[config.mk]
export PLATFORM = sky130hd
export DESIGN_NAME = cubic_bezier_eval_trim
export DESIGN_NICKNAME = d
export VERILOG_FILES = /design/src/rtl/core/cbez_pkg.sv /design/src/rtl/core/cbez_front.sv /design/src/rtl/core/cbez_back.sv /design/src/rtl/core/cubic_bezier_eval_trim.sv
export SDC_FILE = /design/constraint.sdc
export NUM_CORES = 2
export LEC_CHECK = 0
export CAP_MARGIN = 20
export CORE_UTILIZATION = 54
export DETAILED_ROUTE_END_ITERATION = 10
export DONT_BUFFER_PORTS = 1
export PLACE_DENSITY = 0.69
export SLEW_MARGIN = 20
export SYNTH_ARGS = -nofsm -noshare
export SYNTH_HDL_FRONTEND = slang
export SYNTH_SLANG_ARGS = --single-unit
export TNS_END_PERCENT = 100
[constraint.sdc]
create_clock -name i_clk -period 22.9 [get_ports i_clk]
set_input_delay 2.29 -clock i_clk [delete_from_list [all_inputs] [get_ports i_clk]]
set_output_delay 2.29 -clock i_clk [all_outputs]
set_load 0.01 [all_outputs]
[src/rtl/core/cbez_pkg.sv]
`timescale 1ns / 1ps
`default_nettype none
// ----------------------------------------------------------------------------
// Cubic Bezier package
// Shared types, widths and mode codes for the curve evaluator and trimmer.
// ----------------------------------------------------------------------------
package cbez_pkg;

    // Storage width of a control coordinate.
    localparam int COORD_WIDTH = 32;
    localparam int T_W         = 17;
    localparam logic [T_W-1:0] T_ONE = 17'd65536;

    // Item mode codes.
    typedef enum logic [1:0] {
        MODE_LOAD   = 2'd0,
        MODE_EVAL   = 2'd1,
        MODE_TRIM_S = 2'd2,
        MODE_TRIM_E = 2'd3
    } t_mode;

    // One input item.
    typedef struct packed {
        logic [1:0]         mode;
        logic [1:0]         point_index;
        logic signed [31:0] coord_x;
        logic signed [31:0] coord_y;
        logic [T_W-1:0]     param_t;
    } t_in_item;

    // One result item.
    typedef struct packed {
        logic signed [31:0] point_x;
        logic signed [31:0] point_y;
    } t_out_item;

    // Command passed from the front end to the back end.
    typedef struct packed {
        t_mode                     mode;
        logic [1:0]                point_index;
        logic signed [COORD_WIDTH-1:0] coord_x;
        logic signed [COORD_WIDTH-1:0] coord_y;
        logic [T_W-1:0]            param_t;
    } t_cmd;

endpackage : cbez_pkg
`default_nettype wire

[src/rtl/core/cbez_front.sv]
`timescale 1ns / 1ps
`default_nettype none
// ----------------------------------------------------------------------------
// Cubic Bezier front end
// Accepts items, clamps t, sizes coordinates and queues commands (depth 2).
// ----------------------------------------------------------------------------
module cbez_front (
    input  wire logic              i_clk,
    input  wire logic              i_rst_n,
    input  wire logic              i_push,
    input  cbez_pkg::t_in_item     i_item,
    output logic                   o_full,
    output logic                   o_cmd_valid,
    output cbez_pkg::t_cmd         o_cmd,
    input  wire logic              i_cmd_take
);

    cbez_pkg::t_cmd r_q [2];
    logic           r_wp, r_rp;
    logic [1:0]     r_cnt, n_cnt;
    cbez_pkg::t_cmd w_cmd;
    logic           w_wr, w_rd;

    // Classify the item: clamp t and size the coordinates.
    always_comb begin
        w_cmd.mode        = cbez_pkg::t_mode'(i_item.mode);
        w_cmd.point_index = i_item.point_index;
        w_cmd.coord_x     = cbez_pkg::COORD_WIDTH'(i_item.coord_x);
        w_cmd.coord_y     = cbez_pkg::COORD_WIDTH'(i_item.coord_y);
        w_cmd.param_t     = (i_item.param_t > cbez_pkg::T_ONE) ? cbez_pkg::T_ONE
                                                               : i_item.param_t;
    end

    assign o_full      = (r_cnt == 2'd2);
    assign o_cmd_valid = (r_cnt != 2'd0);
    assign o_cmd       = r_q[r_rp];
    assign w_wr        = i_push && !o_full;
    assign w_rd        = i_cmd_take && o_cmd_valid;

    // Queue occupancy.
    always_comb begin
        n_cnt = r_cnt;
        if (w_wr && !w_rd) begin
            n_cnt = r_cnt + 2'd1;
        end else if (w_rd && !w_wr) begin
            n_cnt = r_cnt - 2'd1;
        end
    end

    // Pointers and count.
    always_ff @(posedge i_clk) begin
        if (!i_rst_n) begin
            r_wp  <= 1'b0;
            r_rp  <= 1'b0;
            r_cnt <= 2'd0;
        end else begin
            r_cnt <= n_cnt;
            if (w_wr) r_wp <= ~r_wp;
            if (w_rd) r_rp <= ~r_rp;
        end
    end

    // Queue storage.
    always_ff @(posedge i_clk) begin
        if (w_wr) r_q[r_wp] <= w_cmd;
    end

endmodule : cbez_front
`default_nettype wire

[src/rtl/core/cbez_back.sv]
`timescale 1ns / 1ps
`default_nettype none
// ----------------------------------------------------------------------------
// Cubic Bezier back end
// Holds the control points and runs evaluation and trims; weights and trim lerps share
// one multiplier, and a state-machine sequencer steps them. Results go to a 2-deep queue.
// ----------------------------------------------------------------------------
module cbez_back (
    input  wire logic              i_clk,
    input  wire logic              i_rst_n,
    input  wire logic              i_cmd_valid,
    input  cbez_pkg::t_cmd         i_cmd,
    output logic                   o_cmd_take,
    output logic                   o_empty,
    output cbez_pkg::t_out_item    o_item,
    input  wire logic              i_pop
);

    localparam int CW = cbez_pkg::COORD_WIDTH;
    localparam int AW = CW + 20;  // accumulator width, weights sum below 4.0

    typedef enum logic [3:0] {
        ST_IDLE = 4'b0001,
        ST_WGT  = 4'b0010,
        ST_RUN  = 4'b0100,
        ST_OUT  = 4'b1000
    } t_state;

    t_state                r_st;
    cbez_pkg::t_mode       r_mode;
    logic [16:0]           r_t, r_s;
    logic [4:0]            r_step;
    logic signed [CW-1:0]  r_cx [4];
    logic signed [CW-1:0]  r_cy [4];
    logic [17:0]           r_w [4];
    logic [17:0]           r_s2, r_t2;
    logic signed [AW-1:0]  r_acc_hi;
    logic [AW-1:0]         r_acc_lo;
    logic                  r_axis;
    cbez_pkg::t_out_item   r_oq [2];
    logic                  r_owp, r_orp;
    logic [1:0]            r_ocnt;

    // Shared multiplier for weights and trim lerps: signed CW+1 operand by 19-bit unsigned.
    logic signed [CW:0]    w_ma;
    logic [18:0]           w_mb;
    logic signed [CW+20:0] w_mp;
    assign w_mp = w_ma * $signed({1'b0, w_mb});

    logic       w_pop, w_opush, w_oful;
    assign w_oful  = (r_ocnt == 2'd2);
    assign o_empty = (r_ocnt == 2'd0);
    assign o_item  = r_oq[r_orp];
    assign w_pop   = i_pop && !o_empty;
    assign o_cmd_take = (r_st == ST_IDLE) && i_cmd_valid;

    // Trim lerp schedule: destination and the pair a, b for each of 6 steps.
    logic [1:0] w_a, w_b;
    always_comb begin
        w_a = 2'd0;
        w_b = 2'd1;
        if (r_mode == cbez_pkg::MODE_TRIM_S) begin
            case (r_step[2:0])
                3'd0, 3'd3, 3'd5: begin w_a = 2'd0; w_b = 2'd1; end
                3'd1, 3'd4:       begin w_a = 2'd1; w_b = 2'd2; end
                default:          begin w_a = 2'd2; w_b = 2'd3; end
            endcase
        end else begin
            case (r_step[2:0])
                3'd0, 3'd3, 3'd5: begin w_a = 2'd2; w_b = 2'd3; end
                3'd1, 3'd4:       begin w_a = 2'd1; w_b = 2'd2; end
                default:          begin w_a = 2'd0; w_b = 2'd1; end
            endcase
        end
    end
    logic [1:0] w_dst;
    assign w_dst = (r_mode == cbez_pkg::MODE_TRIM_S) ? w_a : w_b;

    logic signed [CW-1:0] w_pa, w_pb;
    assign w_pa = r_axis ? r_cy[w_a] : r_cx[w_a];
    assign w_pb = r_axis ? r_cy[w_b] : r_cx[w_b];

    // Current control coordinate for evaluation.
    logic signed [CW-1:0] w_ce;
    assign w_ce = r_axis ? r_cy[r_step[1:0]] : r_cx[r_step[1:0]];

    // Multiplier operand selection.
    always_comb begin
        w_ma = '0;
        w_mb = '0;
        case (r_st)
            ST_WGT: begin
                case (r_step[2:0])
                    3'd0: begin w_ma = (CW+1)'($signed({1'b0, r_s})); w_mb = 19'(r_s); end
                    3'd1: begin w_ma = (CW+1)'($signed({1'b0, r_t})); w_mb = 19'(r_t); end
                    3'd2: begin w_ma = (CW+1)'($signed({1'b0, r_s})); w_mb = 19'(r_s2); end
                    3'd3: begin
                        w_ma = (CW+1)'($signed({1'b0, r_t}));
                        w_mb = 19'(r_s2) + 19'({r_s2, 1'b0});
                    end
                    3'd4: begin
                        w_ma = (CW+1)'($signed({1'b0, r_s}));
                        w_mb = 19'(r_t2) + 19'({r_t2, 1'b0});
                    end
                    default: begin w_ma = (CW+1)'($signed({1'b0, r_t})); w_mb = 19'(r_t2); end
                endcase
            end
            ST_RUN: begin
                if (r_mode == cbez_pkg::MODE_EVAL) begin
                    // Coordinate against its weight; the accumulator below forms its own
                    // high and low part products.
                    w_ma = (CW+1)'(w_ce);
                    w_mb = 19'(r_w[r_step[1:0]]);
                end else begin
                    w_ma = (CW+1)'(w_pb) - (CW+1)'(w_pa);
                    w_mb = 19'(r_t);
                end
            end
            default: ;
        endcase
    end

    // Rounded Q16 product for weights and lerps (floor shift equals split form).
    logic [CW+4:0] w_rnd;
    assign w_rnd = (CW+5)'((w_mp + (CW+21)'(32768)) >>> 16);

    // Sequencer.
    always_ff @(posedge i_clk) begin
        if (!i_rst_n) begin
            r_st   <= ST_IDLE;
            r_step <= '0;
            r_axis <= 1'b0;
            for (int i = 0; i < 4; i++) begin
                r_cx[i] <= '0;
                r_cy[i] <= '0;
            end
        end else begin
            case (r_st)
                ST_IDLE: begin
                    if (i_cmd_valid) begin
                        r_mode <= i_cmd.mode;
                        r_t    <= i_cmd.param_t;
                        r_s    <= cbez_pkg::T_ONE - i_cmd.param_t;
                        r_step <= '0;
                        r_axis <= 1'b0;
                        r_acc_hi <= '0;
                        r_acc_lo <= '0;
                        case (i_cmd.mode)
                            cbez_pkg::MODE_LOAD: begin
                                r_cx[i_cmd.point_index] <= i_cmd.coord_x;
                                r_cy[i_cmd.point_index] <= i_cmd.coord_y;
                            end
                            cbez_pkg::MODE_EVAL: r_st <= ST_WGT;
                            default: r_st <= ST_RUN;
                        endcase
                    end
                end
                ST_WGT: begin
                    case (r_step[2:0])
                        3'd0: r_s2 <= 18'(w_rnd);
                        3'd1: r_t2 <= 18'(w_rnd);
                        3'd2: r_w[0] <= 18'(w_rnd);
                        3'd3: r_w[1] <= 18'(w_rnd);
                        3'd4: r_w[2] <= 18'(w_rnd);
                        default: r_w[3] <= 18'(w_rnd);
                    endcase
                    if (r_step == 5'd5) begin
                        r_step <= '0;
                        r_st   <= ST_RUN;
                    end else begin
                        r_step <= r_step + 5'd1;
                    end
                end
                ST_RUN: begin
                    if (r_mode == cbez_pkg::MODE_EVAL) begin
                        // Accumulate hi and lo parts separately, as specified.
                        r_acc_hi <= r_acc_hi + AW'(($signed(w_ce) >>> 16)
                                    * $signed({1'b0, r_w[r_step[1:0]]}));
                        r_acc_lo <= r_acc_lo + AW'(w_ce[15:0] * r_w[r_step[1:0]]);
                        if (r_step[1:0] == 2'd3) begin
                            r_st <= ST_OUT;
                        end else begin
                            r_step <= r_step + 5'd1;
                        end
                    end else begin
                        if (r_axis) r_cy[w_dst] <= w_pa + CW'(w_rnd);
                        else        r_cx[w_dst] <= w_pa + CW'(w_rnd);
                        if (r_step == 5'd5) begin
                            r_step <= '0;
                            if (r_axis) r_st <= ST_IDLE;
                            r_axis <= ~r_axis;
                        end else begin
                            r_step <= r_step + 5'd1;
                        end
                    end
                end
                ST_OUT: begin
                    if (r_axis || !w_oful) begin
                        r_acc_hi <= '0;
                        r_acc_lo <= '0;
                        r_step   <= '0;
                        if (r_axis) begin
                            r_axis <= 1'b0;
                            r_st   <= ST_IDLE;
                        end else begin
                            r_axis <= 1'b1;
                            r_st   <= ST_RUN;
                        end
                    end
                end
                default: r_st <= ST_IDLE;
            endcase
        end
    end

    // Final rounding and saturation of one coordinate.
    logic signed [AW:0]   w_sum;
    logic signed [CW-1:0] w_sat;
    localparam logic signed [AW:0] SAT_HI = (AW+1)'((64'sd1 <<< (CW-1)) - 1);
    localparam logic signed [AW:0] SAT_LO = -SAT_HI - 1;
    assign w_sum = (AW+1)'(r_acc_hi) + (AW+1)'($signed({1'b0, (r_acc_lo + AW'(32768)) >> 16}));
    assign w_sat = (w_sum > SAT_HI) ? SAT_HI[CW-1:0] :
                   (w_sum < SAT_LO) ? SAT_LO[CW-1:0] : w_sum[CW-1:0];

    logic signed [CW-1:0] r_xres;
    assign w_opush = (r_st == ST_OUT) && r_axis;

    // Hold x while y is accumulated; push both together.
    always_ff @(posedge i_clk) begin
        if (r_st == ST_OUT && !r_axis && !w_oful) r_xres <= w_sat;
        if (w_opush) begin
            r_oq[r_owp].point_x <= 32'(r_xres);
            r_oq[r_owp].point_y <= 32'(w_sat);
        end
    end

    always_ff @(posedge i_clk) begin
        if (!i_rst_n) begin
            r_owp  <= 1'b0;
            r_orp  <= 1'b0;
            r_ocnt <= 2'd0;
        end else begin
            if (w_opush) r_owp <= ~r_owp;
            if (w_pop)   r_orp <= ~r_orp;
            r_ocnt <= r_ocnt + {1'b0, w_opush} - {1'b0, w_pop};
        end
    end

endmodule : cbez_back
`default_nettype wire

[src/rtl/core/cubic_bezier_eval_trim.sv]
`timescale 1ns / 1ps
`default_nettype none
// ----------------------------------------------------------------------------
// Cubic Bezier evaluator and trimmer, top level
// Use: items enter through a queue-like port (i_push / o_full). A load writes
// one control point; an evaluate produces one point; a trim rewrites the
// curve as its piece over [t,1] (mode 2) or [0,t] (mode 3).
// Results leave through o_empty / i_pop, oldest first; o_item is valid while
// o_empty is low.
// Timing: the back end works on one command at a time. It takes a command in
// its idle state, which is all a load needs. A trim then runs six lerps per
// axis on the shared multiplier. An evaluate runs six weight products, then
// per axis four multiply-accumulates and one rounding step. A result passes
// through the command queue, the back end and the result queue registers.
// No new command is taken until the current one has finished.
// A two-entry command queue sits between front and back end, and a
// two-entry result queue after the back end, so either side can stall.
// If results are not popped, the back end waits once the result queue is
// full, and o_full rises once the command queue fills.
// Reset clears all control points to zero and empties both queues.
// ----------------------------------------------------------------------------
module cubic_bezier_eval_trim (
    input  wire logic              i_clk,
    input  wire logic              i_rst_n,
    input  wire logic              i_push,
    input  cbez_pkg::t_in_item     i_item,
    output logic                   o_full,
    output logic                   o_empty,
    output cbez_pkg::t_out_item    o_item,
    input  wire logic              i_pop
);

    logic           w_cvalid, w_ctake;
    cbez_pkg::t_cmd w_cmd;

    cbez_front u_front (
        .i_clk       (i_clk),
        .i_rst_n     (i_rst_n),
        .i_push      (i_push),
        .i_item      (i_item),
        .o_full      (o_full),
        .o_cmd_valid (w_cvalid),
        .o_cmd       (w_cmd),
        .i_cmd_take  (w_ctake)
    );

    cbez_back u_back (
        .i_clk       (i_clk),
        .i_rst_n     (i_rst_n),
        .i_cmd_valid (w_cvalid),
        .i_cmd       (w_cmd),
        .o_cmd_take  (w_ctake),
        .o_empty     (o_empty),
        .o_item      (o_item),
        .i_pop       (i_pop)
    );

endmodule : cubic_bezier_eval_trim
`default_nettype wire

==> impl_results.md <==
- Hold_buf cts: 0
- Worst hold stages: 0
- RSZ-0062 raised after global routing: false
- R2r setup slk: around 4.6 ns
- Placer Congestion: around 1
- CP Data Required Time: roughly 23 ns
- Core Region: about 0.16 mm²
- Critical path class: reg -> reg
- Minimum clock period: ~18 ns
- Setup-violating endpoint count in the final report: 0
- Fin area: 0.0949 mm²
- Drt total wl: 286000 µm
- Clock Pin Slew Worst Setup and Hold Paths: around 0.060 ns
- Aggregate global-route resource usage: 34.7%
- ANT nets after route: 0
- Hold Path Sink: u_back.r_oq[0][54]$_DFFE_PP_
- Worst R2R Path Depth: 68
- Setup crit end kind: flip-flop
- Area grow syn2layout: 6.85%
- Port Buffers: 0
- Hold path startpoint: u_back.r_xres[22]$_DFFE_PP_
- Clock root cell: clkbuf_16
- Worst path slowest cell: a2111oi_1
- Detailed Routing Iterations Pass 1: 6
- Max Transition Viols Final: 0
- Via count: around 68000
- Vias per inst: roughly 6.1
- Max Root-Sink Buffers: 3
- Dpl cell area: 0.0917 mm²
- Layout cells sized above 1: 6.80%
- First-pass GRT wire length: roughly 430000 µm
- Max Fclk: between 50 and 60 MHz
- CTS Buf Count: 95
- CTS Sinks: 855
- CP most frequent cell: inv_1
- Pin count of the biggest net entering global routing: around 110
- Slew @ Worst Pin: ~1.3 ns
- Initial Utilization: ~54%
- CP Buf/Inv Count: 12
- Vias in the first global route: between 60000 and 70000
- WL per Instance: around 25 µm
- HPWL after DPL: 216000 µm
- Setup Skew: ~0.07 ns
- Detailed-route DRC error count: 0
- Die area: around 0.17 mm²
- Outcome: complete, no violations
- Synthesized instance count: 9064
- Post-CTS setup buffer count: 0
- Yosys cell types: about 110
- Syn Area/Cell: 9.80 µm²
- Slew headroom: ~14%
- Max-cap violations: 0
- Worst Hold Class: reg -> reg
- Post-CTS Resized: 0
- Num ports: roughly 160
- Row count: 148
- Die X: roughly 410 µm
- Worst r2r src: u_back.r_step[0]$_SDFFE_PN0P_
- CTS tree: yes
- Cell family with most CP delay: compound AO/OA/AOI/OAI gates
- Setup TNS after final layout: 0 ns
- Nets: between 10000 and 15000
- CP Max Fanout: 32
- Fin crit share: between 80% and 90%
- GR Overflow Total: 0
- Initial antenna violation count: 15
- Synth warn: 0
- DRT iter0 DRCs: 7949
- EDFF count, synth: 833
- Clock Latency Late Sink: between 0.7 and 0.8 ns
- Asr flop ratio synth: 0%
- Reg2reg end: u_back.r_cx[0][31]$_SDFFCE_PN0P_
- Synth Flop Type: edfxtp_1
- CP Launch Type: flip-flop
- H-Tree Depth: 3
- Die Y: roughly 410 µm
- Final Hold Viols: 0
- Seq cells post-synth: around 860
- Crit path DAT: ~19 ns
- Crit-path max cell delay: between 0.9 and 1 ns
- Cell area after synthesis: about 0.089 mm²
- Seq/Total Area, Yosys: around 29%
## cells by family (layout without fill, tap and decap cells)
kind of cell	count (synthesis)	in the layout	share of synthesized area (%)
compound gates	1120	1120	8.26
xor+xnor	310	310	3.07
fa+ha+maj	1670	1670	32.8
buf+inv	1901	1874	8.11
flops	855	855	28.7
mux	362	362	5.28
other cells	1	19	0.00422
simple gates	2845	2845	13.8
## state kept, by name (all words and copies together) (netlist names), 2 cells and up, named ones only
register,cells
u_back.r_acc_hi,52
u_back.r_acc_lo,52
u_back.r_cx,128
u_back.r_cy,128
u_back.r_mode,2
u_back.r_ocnt,2
u_back.r_oq,128
u_back.r_s,17
u_back.r_s2,18
u_back.r_st,4
u_back.r_step,5
u_back.r_t,16
u_back.r_t2,18
u_back.r_w,72
u_back.r_xres,32
u_front.r_cnt,2
u_front.r_q,170
## per-stage QoR
stage | worst slack (ns) | std cells | hold slack (ns) | utilization (%)
floorplan | 2.86 | 9075 | 0.421 | -
CTS | 4.98 | 11200 | 0.446 | 58.2
detailed placement | 5.15 | 11000 | 0.431 | 56.3
global route | 3.72 | 11200 | 0.457 | 58.2
global placement | 5.45 | 11000 | 0.424 | 56.3
finish | 4.58 | 11200 | 0.443 | 58.2
## placed cells by master (no fill, tap or decap), types with 117 or more instances in the layout
| master | instances |
|---|---|
| xor2_1 | 117 |
| xnor2_1 | 188 |
| fa_1 | 1093 |
| nand2_1 | 1220 |
| a21oi_1 | 339 |
| inv_1 | 1510 |
| nor2_1 | 860 |
| buf_4 | 187 |
| edfxtp_1 | 833 |
| nand3_1 | 241 |
| mux2i_1 | 180 |
| o21ai_0 | 199 |
| ha_1 | 571 |
## cell type report
type / instances / area [µm²]
Antenna cell: 7 / 17.5
Clock buffer: 111 / 2480
Clock inverter: 62 / 619
Fill cell: 13900 / 68100
Inverter: 1512 / 5680
Multi-Input combinational cell: 6319 / 56500
Sequential cell: 855 / 25500
Tap cell: 2175 / 2720
Timing Repair Buffer: 189 / 1430
## how the worst max path moves through the flow
stage / startpoint / end / depth (start not counted)
after CTS: u_back.r_step[0]$_SDFFE_PN0P_ / u_back.r_cx[0][31]$_SDFFCE_PN0P_ / 68
after detailed placement: u_back.r_step[0]$_SDFFE_PN0P_ / u_back.r_cy[2][31]$_SDFFCE_PN0P_ / 68
final: u_back.r_step[0]$_SDFFE_PN0P_ / u_back.r_cx[0][31]$_SDFFCE_PN0P_ / 68
after global routing: u_back.r_step[0]$_SDFFE_PN0P_ / u_back.r_cx[0][31]$_SDFFCE_PN0P_ / 68
after floorplan: i_rst_n / u_back.r_acc_hi[0]$_SDFFCE_PP0P_ / 3
after global placement: u_back.r_step[0]$_SDFFE_PN0P_ / u_back.r_cx[1][31]$_SDFFCE_PN0P_ / 65
## routing by layer
metal	track usage [%]	routed length, µm
met2	52.9	125000
met4	13.9	13600
met3	9.58	34400
met1	46.9	112000
met5	0	55
## synthesized netlist by cell type, drive strengths merged (74+ instances only)
master	instances	area [µm²]
o21ai	230	1160
buf	75	348
nor2b	109	682
a21oi	348	1750
nand2	1222	4590
nor2	871	3290
mux2	98	1110
nand3	241	1210
clkbuf	314	1180
inv	1511	5670
ha	571	7140
a21o	101	758
mux4	74	1670
mux2i	190	1910
edfxtp	833	25000
fa	1093	21900
and2	78	488
xnor2	191	1670
xor2	118	1030
nand2b	86	538
## worst reg2reg max path, delay by kind of cell (launching register included)
| kind | cells | cell delay [ns] |
|---|---|---|
| AO/OA/AOI/OAI | 31 | 7.96 |
| XOR/XNOR | 4 | 1.39 |
| adder cells (fa/ha/maj) | 12 | 5.00 |
| buffers and inverters | 12 | 1.99 |
| flip-flops | 1 | 0.41 |
| multiplexers | 1 | 0.20 |
| AND/OR/NAND/NOR | 8 | 1.18 |
Power is not shown: default switching activity piles up to over one toggle a cycle in this logic, so the estimate is an artifact.
